## config.mk

```make
export PLATFORM = sky130hd
export DESIGN_NAME = diagonal_gradient_pixel_top
export DESIGN_NICKNAME = d
export VERILOG_FILES = /design/src/hw/rtl/dgp_pkg.sv /design/src/hw/rtl/dgp_csr.sv /design/src/hw/rtl/dgp_alpha.sv /design/src/hw/rtl/dgp_blend.sv /design/src/hw/rtl/diagonal_gradient_pixel_top.sv
export VERILOG_INCLUDE_DIRS = /design/src /design/src/hw/rtl
export SDC_FILE = /design/constraint.sdc
export NUM_CORES = 2
export LEC_CHECK = 0
export ABC_CLOCK_PERIOD_IN_PS = 14100
export BUFFER_PORTS_ARGS = -buffer_cell sky130_fd_sc_hd__clkbuf_2
export CAP_MARGIN = 20
export CORE_MARGIN = 5
export CORE_UTILIZATION = 25
export CTS_CLUSTER_SIZE = 28
export DETAILED_ROUTE_END_ITERATION = 8
export PLACE_DENSITY = 0.45
export RECOVER_POWER = 25
export SLEW_MARGIN = 20
export SYNTH_ARGS = -nofsm -noshare
export SYNTH_HDL_FRONTEND = slang
export SYNTH_SLANG_ARGS = --single-unit
```

## constraint.sdc

```tcl
create_clock -name clock -period 14.1 [get_ports clock]
set_clock_uncertainty 0.15 [all_clocks]
set_input_delay 0.705 -clock clock [delete_from_list [all_inputs] [get_ports clock]]
set_output_delay 0.705 -clock clock [all_outputs]
set_load 0.02 [all_outputs]
```

## src/hw/rtl/diagonal_gradient_pixel_top_macros.svh

```systemverilog
// Assertion helpers shared by the gradient block.
`ifndef DIAGONAL_GRADIENT_PIXEL_TOP_MACROS_SVH
`define DIAGONAL_GRADIENT_PIXEL_TOP_MACROS_SVH

// Same-cycle implication, disabled in reset.
`define DGP_ASSERT_IMP(label, clk, rst, ante, cons, msg) \
   label: assert property (@(posedge clk) disable iff (rst) (ante) |-> (cons)) \
      else $error(msg);

// Next-cycle implication, disabled in reset.
`define DGP_ASSERT_NXT(label, clk, rst, ante, cons, msg) \
   label: assert property (@(posedge clk) disable iff (rst) (ante) |=> (cons)) \
      else $error(msg);

`endif

```

## src/hw/rtl/dgp_pkg.sv

```systemverilog
package dgp_pkg;

   localparam int COLOR_BITS   = 24;
   localparam int CHAN_BITS    = 8;
   localparam int NUM_CHANS    = 3;
   localparam int ALPHA_BITS   = 8;
   localparam int DIV_BITS_PER_STAGE = 2;
   localparam int DIV_STAGES   = ALPHA_BITS / DIV_BITS_PER_STAGE;
   localparam int CSR_INDEX_BITS = 3;
   localparam int CSR_DATA_BITS  = 24;
   localparam int BLEND_BITS   = 2 * CHAN_BITS;

   localparam logic [ALPHA_BITS-1:0] ALPHA_MAX = 8'hFF;

   localparam int RESET_WIDTH  = 1024;
   localparam int RESET_HEIGHT = 768;
   localparam logic [COLOR_BITS-1:0] RESET_DARK  = 24'h0A1018;
   localparam logic [COLOR_BITS-1:0] RESET_LIGHT = 24'h182030;

   typedef enum logic [CSR_INDEX_BITS-1:0] {
      REG_WIDTH  = 3'd0,
      REG_HEIGHT = 3'd1,
      REG_DARK   = 3'd2,
      REG_LIGHT  = 3'd3
   } dgp_reg_type;

   typedef struct packed {
      logic                  den_zero;
      logic [COLOR_BITS-1:0] dark;
      logic [COLOR_BITS-1:0] light;
   } dgp_colors_type;

endpackage

```

## src/hw/rtl/dgp_csr.sv

```systemverilog
module dgp_csr import dgp_pkg::*; #(
   parameter int COORD_BITS = 12
) (
   input  logic                      clock,
   input  logic                      reset,
   input  logic                      csr_valid,
   output logic                      csr_ready,
   input  logic [CSR_INDEX_BITS-1:0] csr_index,
   input  logic [CSR_DATA_BITS-1:0]  csr_wdata,
   output logic [COORD_BITS+1:0]     den,
   output dgp_colors_type            colors
);

   localparam int SW = COORD_BITS + 1;

   logic [SW-1:0]         width_ff,  width_in;
   logic [SW-1:0]         height_ff, height_in;
   logic [COLOR_BITS-1:0] dark_ff,   dark_in;
   logic [COLOR_BITS-1:0] light_ff,  light_in;
   logic [SW-1:0]         width_m1;
   logic [SW-1:0]         height_m1;

   assign csr_ready = !reset;

   always_comb begin
      width_in  = width_ff;
      height_in = height_ff;
      dark_in   = dark_ff;
      light_in  = light_ff;
      if (csr_valid && csr_ready) begin
         case (csr_index)
            REG_WIDTH:  width_in  = csr_wdata[SW-1:0];
            REG_HEIGHT: height_in = csr_wdata[SW-1:0];
            REG_DARK:   dark_in   = csr_wdata[COLOR_BITS-1:0];
            REG_LIGHT:  light_in  = csr_wdata[COLOR_BITS-1:0];
            default: ;
         endcase
      end
   end

   always_ff @(posedge clock) begin
      if (reset) begin
         width_ff  <= SW'(RESET_WIDTH);
         height_ff <= SW'(RESET_HEIGHT);
         dark_ff   <= RESET_DARK;
         light_ff  <= RESET_LIGHT;
      end else begin
         width_ff  <= width_in;
         height_ff <= height_in;
         dark_ff   <= dark_in;
         light_ff  <= light_in;
      end
   end

   // zero size counts as one, so size-1 floors at zero
   assign width_m1  = (width_ff  == '0) ? '0 : width_ff  - SW'(1);
   assign height_m1 = (height_ff == '0) ? '0 : height_ff - SW'(1);
   assign den       = {1'b0, width_m1} + {1'b0, height_m1};

   assign colors.den_zero = (den == '0);
   assign colors.dark     = dark_ff;
   assign colors.light    = light_ff;

endmodule

```

## src/hw/rtl/dgp_alpha.sv

```systemverilog
module dgp_alpha import dgp_pkg::*; #(
   parameter int COORD_BITS = 12
) (
   input  logic                  clock,
   input  logic                  reset,
   input  logic                  in_valid,
   input  logic [COORD_BITS-1:0] pixel_x,
   input  logic [COORD_BITS-1:0] pixel_y,
   input  logic [COORD_BITS+1:0] den,
   output logic                  out_valid,
   output logic [ALPHA_BITS-1:0] alpha
);

   localparam int SW = COORD_BITS + 1;
   localparam int DW = COORD_BITS + 2;
   localparam int NW = DW + ALPHA_BITS;

   // one restoring step: returns {quotient bit, new remainder}
   function automatic logic [DW:0] div_step(input logic [DW-1:0] rem,
                                            input logic           bit_in,
                                            input logic [DW-1:0] divisor);
      logic [DW:0] trial;
      logic [DW:0] diff;
      trial = {rem, bit_in};
      diff  = trial - {1'b0, divisor};
      if (trial >= {1'b0, divisor}) begin
         div_step = {1'b1, diff[DW-1:0]};
      end else begin
         div_step = {1'b0, trial[DW-1:0]};
      end
   endfunction

   logic [SW-1:0]         sum_ff, sum_in;
   logic                  sum_vld_ff;
   logic [DW-1:0]         num;
   logic [NW-1:0]         dividend;

   logic [DW-1:0]         rem_ff [0:DIV_STAGES];
   logic [DW-1:0]         rem_in [0:DIV_STAGES];
   logic [ALPHA_BITS-1:0] quo_ff [0:DIV_STAGES];
   logic [ALPHA_BITS-1:0] quo_in [0:DIV_STAGES];
   logic [ALPHA_BITS-1:0] low_ff [0:DIV_STAGES];
   logic [ALPHA_BITS-1:0] low_in [0:DIV_STAGES];
   logic [DIV_STAGES:0]   vld_ff;

   assign sum_in = {1'b0, pixel_x} + {1'b0, pixel_y};

   // clamp to den, then num*255 as num*256 - num
   assign num      = ({1'b0, sum_ff} > den) ? den : {1'b0, sum_ff};
   assign dividend = {num, {ALPHA_BITS{1'b0}}} - {{ALPHA_BITS{1'b0}}, num};

   always_comb begin
      logic [DW-1:0]         r;
      logic [ALPHA_BITS-1:0] q;
      logic [ALPHA_BITS-1:0] l;
      logic [DW:0]           step;
      // quotient fits 8 bits, so the high part already sits below den
      rem_in[0] = dividend[NW-1:ALPHA_BITS];
      low_in[0] = dividend[ALPHA_BITS-1:0];
      quo_in[0] = '0;
      for (int k = 1; k <= DIV_STAGES; k++) begin
         r = rem_ff[k-1];
         q = quo_ff[k-1];
         l = low_ff[k-1];
         for (int b = 0; b < DIV_BITS_PER_STAGE; b++) begin
            step = div_step(r, l[ALPHA_BITS-1], den);
            r    = step[DW-1:0];
            q    = {q[ALPHA_BITS-2:0], step[DW]};
            l    = {l[ALPHA_BITS-2:0], 1'b0};
         end
         rem_in[k] = r;
         quo_in[k] = q;
         low_in[k] = l;
      end
   end

   always_ff @(posedge clock) begin
      if (reset) begin
         sum_vld_ff <= 1'b0;
         vld_ff     <= '0;
      end else begin
         sum_vld_ff <= in_valid;
         vld_ff     <= {vld_ff[DIV_STAGES-1:0], sum_vld_ff};
      end
   end

   always_ff @(posedge clock) begin
      sum_ff <= sum_in;
      for (int k = 0; k <= DIV_STAGES; k++) begin
         rem_ff[k] <= rem_in[k];
         quo_ff[k] <= quo_in[k];
         low_ff[k] <= low_in[k];
      end
   end

   assign out_valid = vld_ff[DIV_STAGES];
   assign alpha     = quo_ff[DIV_STAGES];

endmodule

```

## src/hw/rtl/dgp_blend.sv

```systemverilog
module dgp_blend import dgp_pkg::*; (
   input  logic                  clock,
   input  logic                  reset,
   input  logic                  in_valid,
   input  logic [ALPHA_BITS-1:0] alpha,
   input  dgp_colors_type        colors,
   output logic                  out_valid,
   output logic [COLOR_BITS-1:0] pixel_color
);

   localparam int PW = 2 * BLEND_BITS;

   logic [BLEND_BITS-1:0] mix_ff [0:NUM_CHANS-1];
   logic [BLEND_BITS-1:0] mix_in [0:NUM_CHANS-1];
   logic                  mix_vld_ff;
   logic [COLOR_BITS-1:0] color_ff, color_in;
   logic                  color_vld_ff;
   logic [ALPHA_BITS-1:0] inv_alpha;

   assign inv_alpha = ALPHA_MAX - alpha;

   always_comb begin
      logic [BLEND_BITS-1:0] d;
      logic [BLEND_BITS-1:0] l;
      for (int ch = 0; ch < NUM_CHANS; ch++) begin
         d = {{CHAN_BITS{1'b0}}, colors.dark[ch*CHAN_BITS +: CHAN_BITS]};
         l = {{CHAN_BITS{1'b0}}, colors.light[ch*CHAN_BITS +: CHAN_BITS]};
         mix_in[ch] = d * {{CHAN_BITS{1'b0}}, inv_alpha}
                    + l * {{CHAN_BITS{1'b0}}, alpha};
      end
   end

   // v/255 == (v*0x8081) >> 23 for v up to 255*255; 0x8081 = 2^15+2^7+1
   always_comb begin
      logic [PW-1:0] scaled;
      for (int ch = 0; ch < NUM_CHANS; ch++) begin
         scaled = {1'b0, mix_ff[ch], 15'b0}
                + {9'b0, mix_ff[ch], 7'b0}
                + {16'b0, mix_ff[ch]};
         color_in[ch*CHAN_BITS +: CHAN_BITS] = scaled[30:23];
      end
      if (colors.den_zero) begin
         color_in = colors.dark;
      end
   end

   always_ff @(posedge clock) begin
      if (reset) begin
         mix_vld_ff   <= 1'b0;
         color_vld_ff <= 1'b0;
      end else begin
         mix_vld_ff   <= in_valid;
         color_vld_ff <= mix_vld_ff;
      end
   end

   always_ff @(posedge clock) begin
      for (int ch = 0; ch < NUM_CHANS; ch++) begin
         mix_ff[ch] <= mix_in[ch];
      end
      color_ff <= color_in;
   end

   assign out_valid   = color_vld_ff;
   assign pixel_color = color_ff;

endmodule

```

## src/hw/rtl/diagonal_gradient_pixel_top.sv

```systemverilog
// Diagonal gradient pixel generator.
// Input channel: drive start with req_pixel_x / req_pixel_y; a word is taken
//   at each rising edge where start is high and busy is low. busy is high
//   only while reset is asserted, so a new coordinate may enter every cycle.
// Result channel: rsp_valid strobes for one cycle with rsp_pixel_color
//   (red 23:16, green 15:8, blue 7:0). The receiver cannot stall; every
//   result appears exactly once, in input order.
// Throughput: one word per cycle while reset is low. The pipeline
//   registers, in order: coordinate add, clamp and x255, four
//   radix-4 stages of the alpha divider (two restoring steps each), the
//   per-channel multiply-add, and the divide-by-255 output stage.
// Config: csr_valid / csr_ready with csr_index (0 width, 1 height,
//   2 dark color, 3 light color) and csr_wdata; other indexes are ignored.
//   Write only while the pipeline is empty; settings take effect for words
//   accepted on the next cycle.
// Reset: synchronous, active high; clears the pipeline valids and loads
//   1024x768 with the default dark and light colors.
`include "diagonal_gradient_pixel_top_macros.svh"

module diagonal_gradient_pixel_top import dgp_pkg::*; #(
   parameter int COORD_BITS = 12
) (
   input  logic                      clock,
   input  logic                      reset,
   // input channel
   input  logic                      start,
   output logic                      busy,
   input  logic [COORD_BITS-1:0]     req_pixel_x,
   input  logic [COORD_BITS-1:0]     req_pixel_y,
   // result channel
   output logic                      rsp_valid,
   output logic [COLOR_BITS-1:0]     rsp_pixel_color,
   // config write channel
   input  logic                      csr_valid,
   output logic                      csr_ready,
   input  logic [CSR_INDEX_BITS-1:0] csr_index,
   input  logic [CSR_DATA_BITS-1:0]  csr_wdata
);

   localparam int LATENCY = DIV_STAGES + 4;

   logic [COORD_BITS+1:0] den;
   dgp_colors_type        colors;
   logic                  accept;
   logic                  alpha_valid;
   logic [ALPHA_BITS-1:0] alpha;

   // no back-pressure anywhere in the pipe; only reset holds off input
   assign busy   = reset;
   assign accept = start && !busy;

   // config registers and the shared denominator
   dgp_csr #(
      .COORD_BITS (COORD_BITS)
   ) u_csr (
      .clock     (clock),
      .reset     (reset),
      .csr_valid (csr_valid),
      .csr_ready (csr_ready),
      .csr_index (csr_index),
      .csr_wdata (csr_wdata),
      .den       (den),
      .colors    (colors)
   );

   // alpha = floor(min(x+y, den) * 255 / den), pipelined divider
   dgp_alpha #(
      .COORD_BITS (COORD_BITS)
   ) u_alpha (
      .clock     (clock),
      .reset     (reset),
      .in_valid  (accept),
      .pixel_x   (req_pixel_x),
      .pixel_y   (req_pixel_y),
      .den       (den),
      .out_valid (alpha_valid),
      .alpha     (alpha)
   );

   // per-channel blend and divide by 255; dark color when den is zero
   dgp_blend u_blend (
      .clock       (clock),
      .reset       (reset),
      .in_valid    (alpha_valid),
      .alpha       (alpha),
      .colors      (colors),
      .out_valid   (rsp_valid),
      .pixel_color (rsp_pixel_color)
   );

   // every accepted word comes out as a result at the end of the pipeline
   `DGP_ASSERT_NXT(a_latency, clock, reset, accept, ##(LATENCY-1) rsp_valid, "result missing")
   // no result without an accepted word behind it
   `DGP_ASSERT_IMP(a_no_extra, clock, reset, rsp_valid, $past(accept, LATENCY), "extra result")
   // degenerate screen returns the dark color
   `DGP_ASSERT_IMP(a_den_zero, clock, reset, rsp_valid && colors.den_zero, rsp_pixel_color == colors.dark, "bad color for empty gradient")

endmodule
```

==> summary.md <==
| Metric | Value |
|---|---|
| Hold Crit Start | u_alpha.quo_ff[0][27] |
| Initial antenna violation count | 11 |
| WL/cell | 16.59 µm |
| Skew-Pair Late Insertion Delay | around 580 ps |
| Yosys reg bits | 263 |
| Worst Tran Pin Value | 3551 ps |
| Final Hold Vio Count | 0 |
| Final setup violation count | 0 |
| Most common cell after layout, fill and taps aside | inv_1 |
| Routability cong. | around 0.82 |
| Post-cts gate resize count | 0 |
| Crit path capture type | flop |
| Dpl hpwl | 63,840 µm |
| VDD IR max | 141.4 µV |
| Fraction of layout instances using a drive strength above 1 | 7.333% |
| Final WL | 82,390 µm |
| Hold_buf cts | 0 |
| Total CTS buffers | 37 |
| Lkg Pwr | 15.50 nW |
| CTS tree | done |
| Total setup buffers inserted after CTS | 0 |
| Avg Inst Size Synth | between 8 and 9 µm² |
| Root buf cell | clkbuf_16 |
| Clock Path Buffers | 3 |
| Via density | 4.477 |
| Adder-cell area share of the yosys netlist | 38.17% |
| Worst R2R Path Depth | 37 |
| CP required | 14,410 ps |
| Gr usage total | a little over an eighth |
| Worst Hold Class | flop to flop |
| Register area share after synthesis | between 10% and 20% |
| Global-route wire length before repair | approximately 130,000 µm |
| Yosys top cell area share | between 20 and 25% |
| Critical path arrival | 10,900 ps |
| Die Y | 355.0 µm |
| FF-to-FF End | u_alpha.rem_ff[0][45] |
| Max frequency | 94.44 MHz |
| Row count | 126 |
| Mux cell area share after synthesis | 3.119% |
| Slowest cell delay on critical path | 530 ps |
| Via Count | 22,240 |
| Pins over their slew limit | 166 |
| Die area | 126,100 µm² |
| Unrepaired setup endpoints after global routing | no |
| Slowest cell on the critical path | nor2_1 |
| Largest net degree at the start of global routing | 70 |
| Netlist cell types | 81 |
| Initial Util | 25.21% |
| Post-Synthesis Cells | 3,337 |
| DRT Pass-1 Iters | 5 |
| Area Overhead vs Synth | 11.95% |
| Synth Flop Type | dfxtp_1 |
| Status | complete, but fails checks |
| Path type of the worst setup path | flop to flop |
| Synth area leaders | fa_1 (20%), dfxtp_1 (18%), ha_1 (17%) |
| Vias in the first global route | between 20,000 and 25,000 |
| DRC | 0 |
| Pre-CTS WS | 3521 ps |
| I/O Pins | 82 |
| Most frequent cells in the layout | inv_1 (437), ha_1 (415), fa_1 (300), nand2_1 (298), dfxtp_1 (256) |
| Final worst setup slack | 3512 ps |
| Overflow after GRT | 0 |
| Crit Path Max Fanout | 16 |
| Number of enable flip-flop cells after synthesis | 0 |
| Failing checks | capacitance limit, slew limit |
| R2R setup slack | 3510 ps |
| Hold Path End | u_alpha.quo_ff[0][37] |
| Synth Area in Simple Gates | roughly 17% |
| Die Wd | ~360 µm |
| Nets | about 4,200 |
| Mapped cell area | roughly 30,000 µm² |
| Cell family with most CP delay | compound AO/OA/AOI/OAI gates |
| Crit path buf inv count | 4 |
| Crit share post-route | 75.10% |
| Synth area leader | fa_1 |
| Hold path depth | 0 |
| Drt first-iter violations | between 800 and 900 |
| Largest family of logic cells by synthesized area | adder cells |
| Max-cap violations | 4 |
| Sinks on Clock Net | 263 |
| Critical R2R Launch | u_csr.height_ff[0] |
| FFs w/ async S/R, synth | 0% |
| Min cycle time layout | 10,590 ps |
| Clk slew on worst S/H paths | ~60 ps |
| PD cells | 269.8 nW/µm² |
| Post-synthesis compound-gate area fraction | 10.92% |
| Total core area | ~120,000 µm² |
| Fraction of synthesized cell area in xor and xnor cells | 6.150% |
| Max H-tree Level | 2 |
| CP startpoint kind | flop |
| Post-Route Setup TNS | 0 ps |
| Ys Warns | 0 |
| PortBufs | 81 |
| Rel. slew slack | -136.7% |
| Final ANT Viol Nets | 0 |
==> synthesized netlist by cell type, drive strengths merged (46+ instances only) <==
| cell type | instances |
|---|---|
| a21o | 55 |
| a21oi | 181 |
| and2 | 139 |
| clkbuf | 82 |
| dfxtp | 263 |
| fa | 300 |
| ha | 415 |
| inv | 439 |
| mux2 | 46 |
| nand2 | 298 |
| nand2b | 108 |
| nor2 | 166 |
| nor2b | 132 |
| o21ai | 111 |
| xnor2 | 150 |
| xor2 | 59 |
==> layer usage <==
layer	global-route usage, %	vias to the layer above	share of wire [%]
li1	-	11090	-
met1	17.91	10760	48
met2	21.79	308	46
met3	2.501	75	4.8
met4	2.703	4	1.9
met5	0	-	0.033
==> worst max path at each step <==
stage,from,endpoint,slack (ps),cells past startpoint
global placement,u_csr.height_ff[0],u_alpha.rem_ff[0][44],3610,37
floorplan,u_csr.height_ff[0],u_alpha.rem_ff[0][47],4900,40
finish,u_csr.height_ff[0],u_alpha.rem_ff[0][45],3510,37
CTS,u_csr.height_ff[0],u_alpha.rem_ff[0][43],3470,37
detailed placement,u_csr.height_ff[0],u_alpha.rem_ff[0][43],3520,37
global route,u_csr.height_ff[0],u_alpha.rem_ff[0][43],2620,40
==> worst reg2reg max path: cells and delay by family, from the launching register on <==
kind,cells,cell delay [ps]
buffers and inverters,4,870
flip-flops,1,340
adder cells (fa/ha/maj),7,2240
multiplexers,1,420
AO/OA/AOI/OAI,13,3350
AND/OR/NAND/NOR,11,2710
XOR/XNOR,1,380
==> cells by family after synthesis <==
logic type                 count (synthesis)
muxes                                     84
AOI/OAI and AO/OA                        508
DFF                                      263
buffers and inverters                    539
and+or+nand+nor                         1001
other                                      2
adders and majority gates                731
xor gates and xnor gates                 209
==> final cells by class <==
cell class | count | area [µm²]
diodes | 7 | 17.52
clock buffers | 44 | 1003
clock inverters | 23 | 331.6
fillers | 12570 | 84760
inverters | 439 | 1648
multi-input cells | 2537 | 22470
flip-flops and latches | 263 | 5274
well taps | 1536 | 1922
repair buffers | 117 | 658.1
==> metrics by stage <==
step                area (µm²)  power, mW  instances  hold slack [ps]  util [%]
finish                   33320      8.988       4966            173.4     28.22
global route             33300      10.13       4959            170.6     28.20
CTS                      33320      9.120       4959            153.8     28.22
detailed placement       31990      7.995       4892            162.0     27.09
global placement         31990      8.000       4892            161.0     27.09
floorplan                29770      6.586       3339            159.6         -
==> state kept, by name, indices dropped and copies added (netlist names), 5 cells and up <==
register and count:
u_blend.pixel_color 24, u_alpha.sum_ff 13, u_blend.mix_ff 48, u_alpha.rem_ff 56
u_alpha.quo_ff 20, u_alpha.low_ff 20, u_csr.light_ff 24, u_alpha.vld_ff 5
u_csr.dark_ff 24, u_csr.width_ff 13, u_csr.height_ff 13
==> where the power goes <==
part | internal [mW] | leakage (nW) | switching (mW)
Sequential | 1.07 | 2.18 | 0.203
Clock | 0.641 | 0.653 | 0.396
Combinational | 3.08 | 12.7 | 3.60
(Power assumes the default switching activity.)
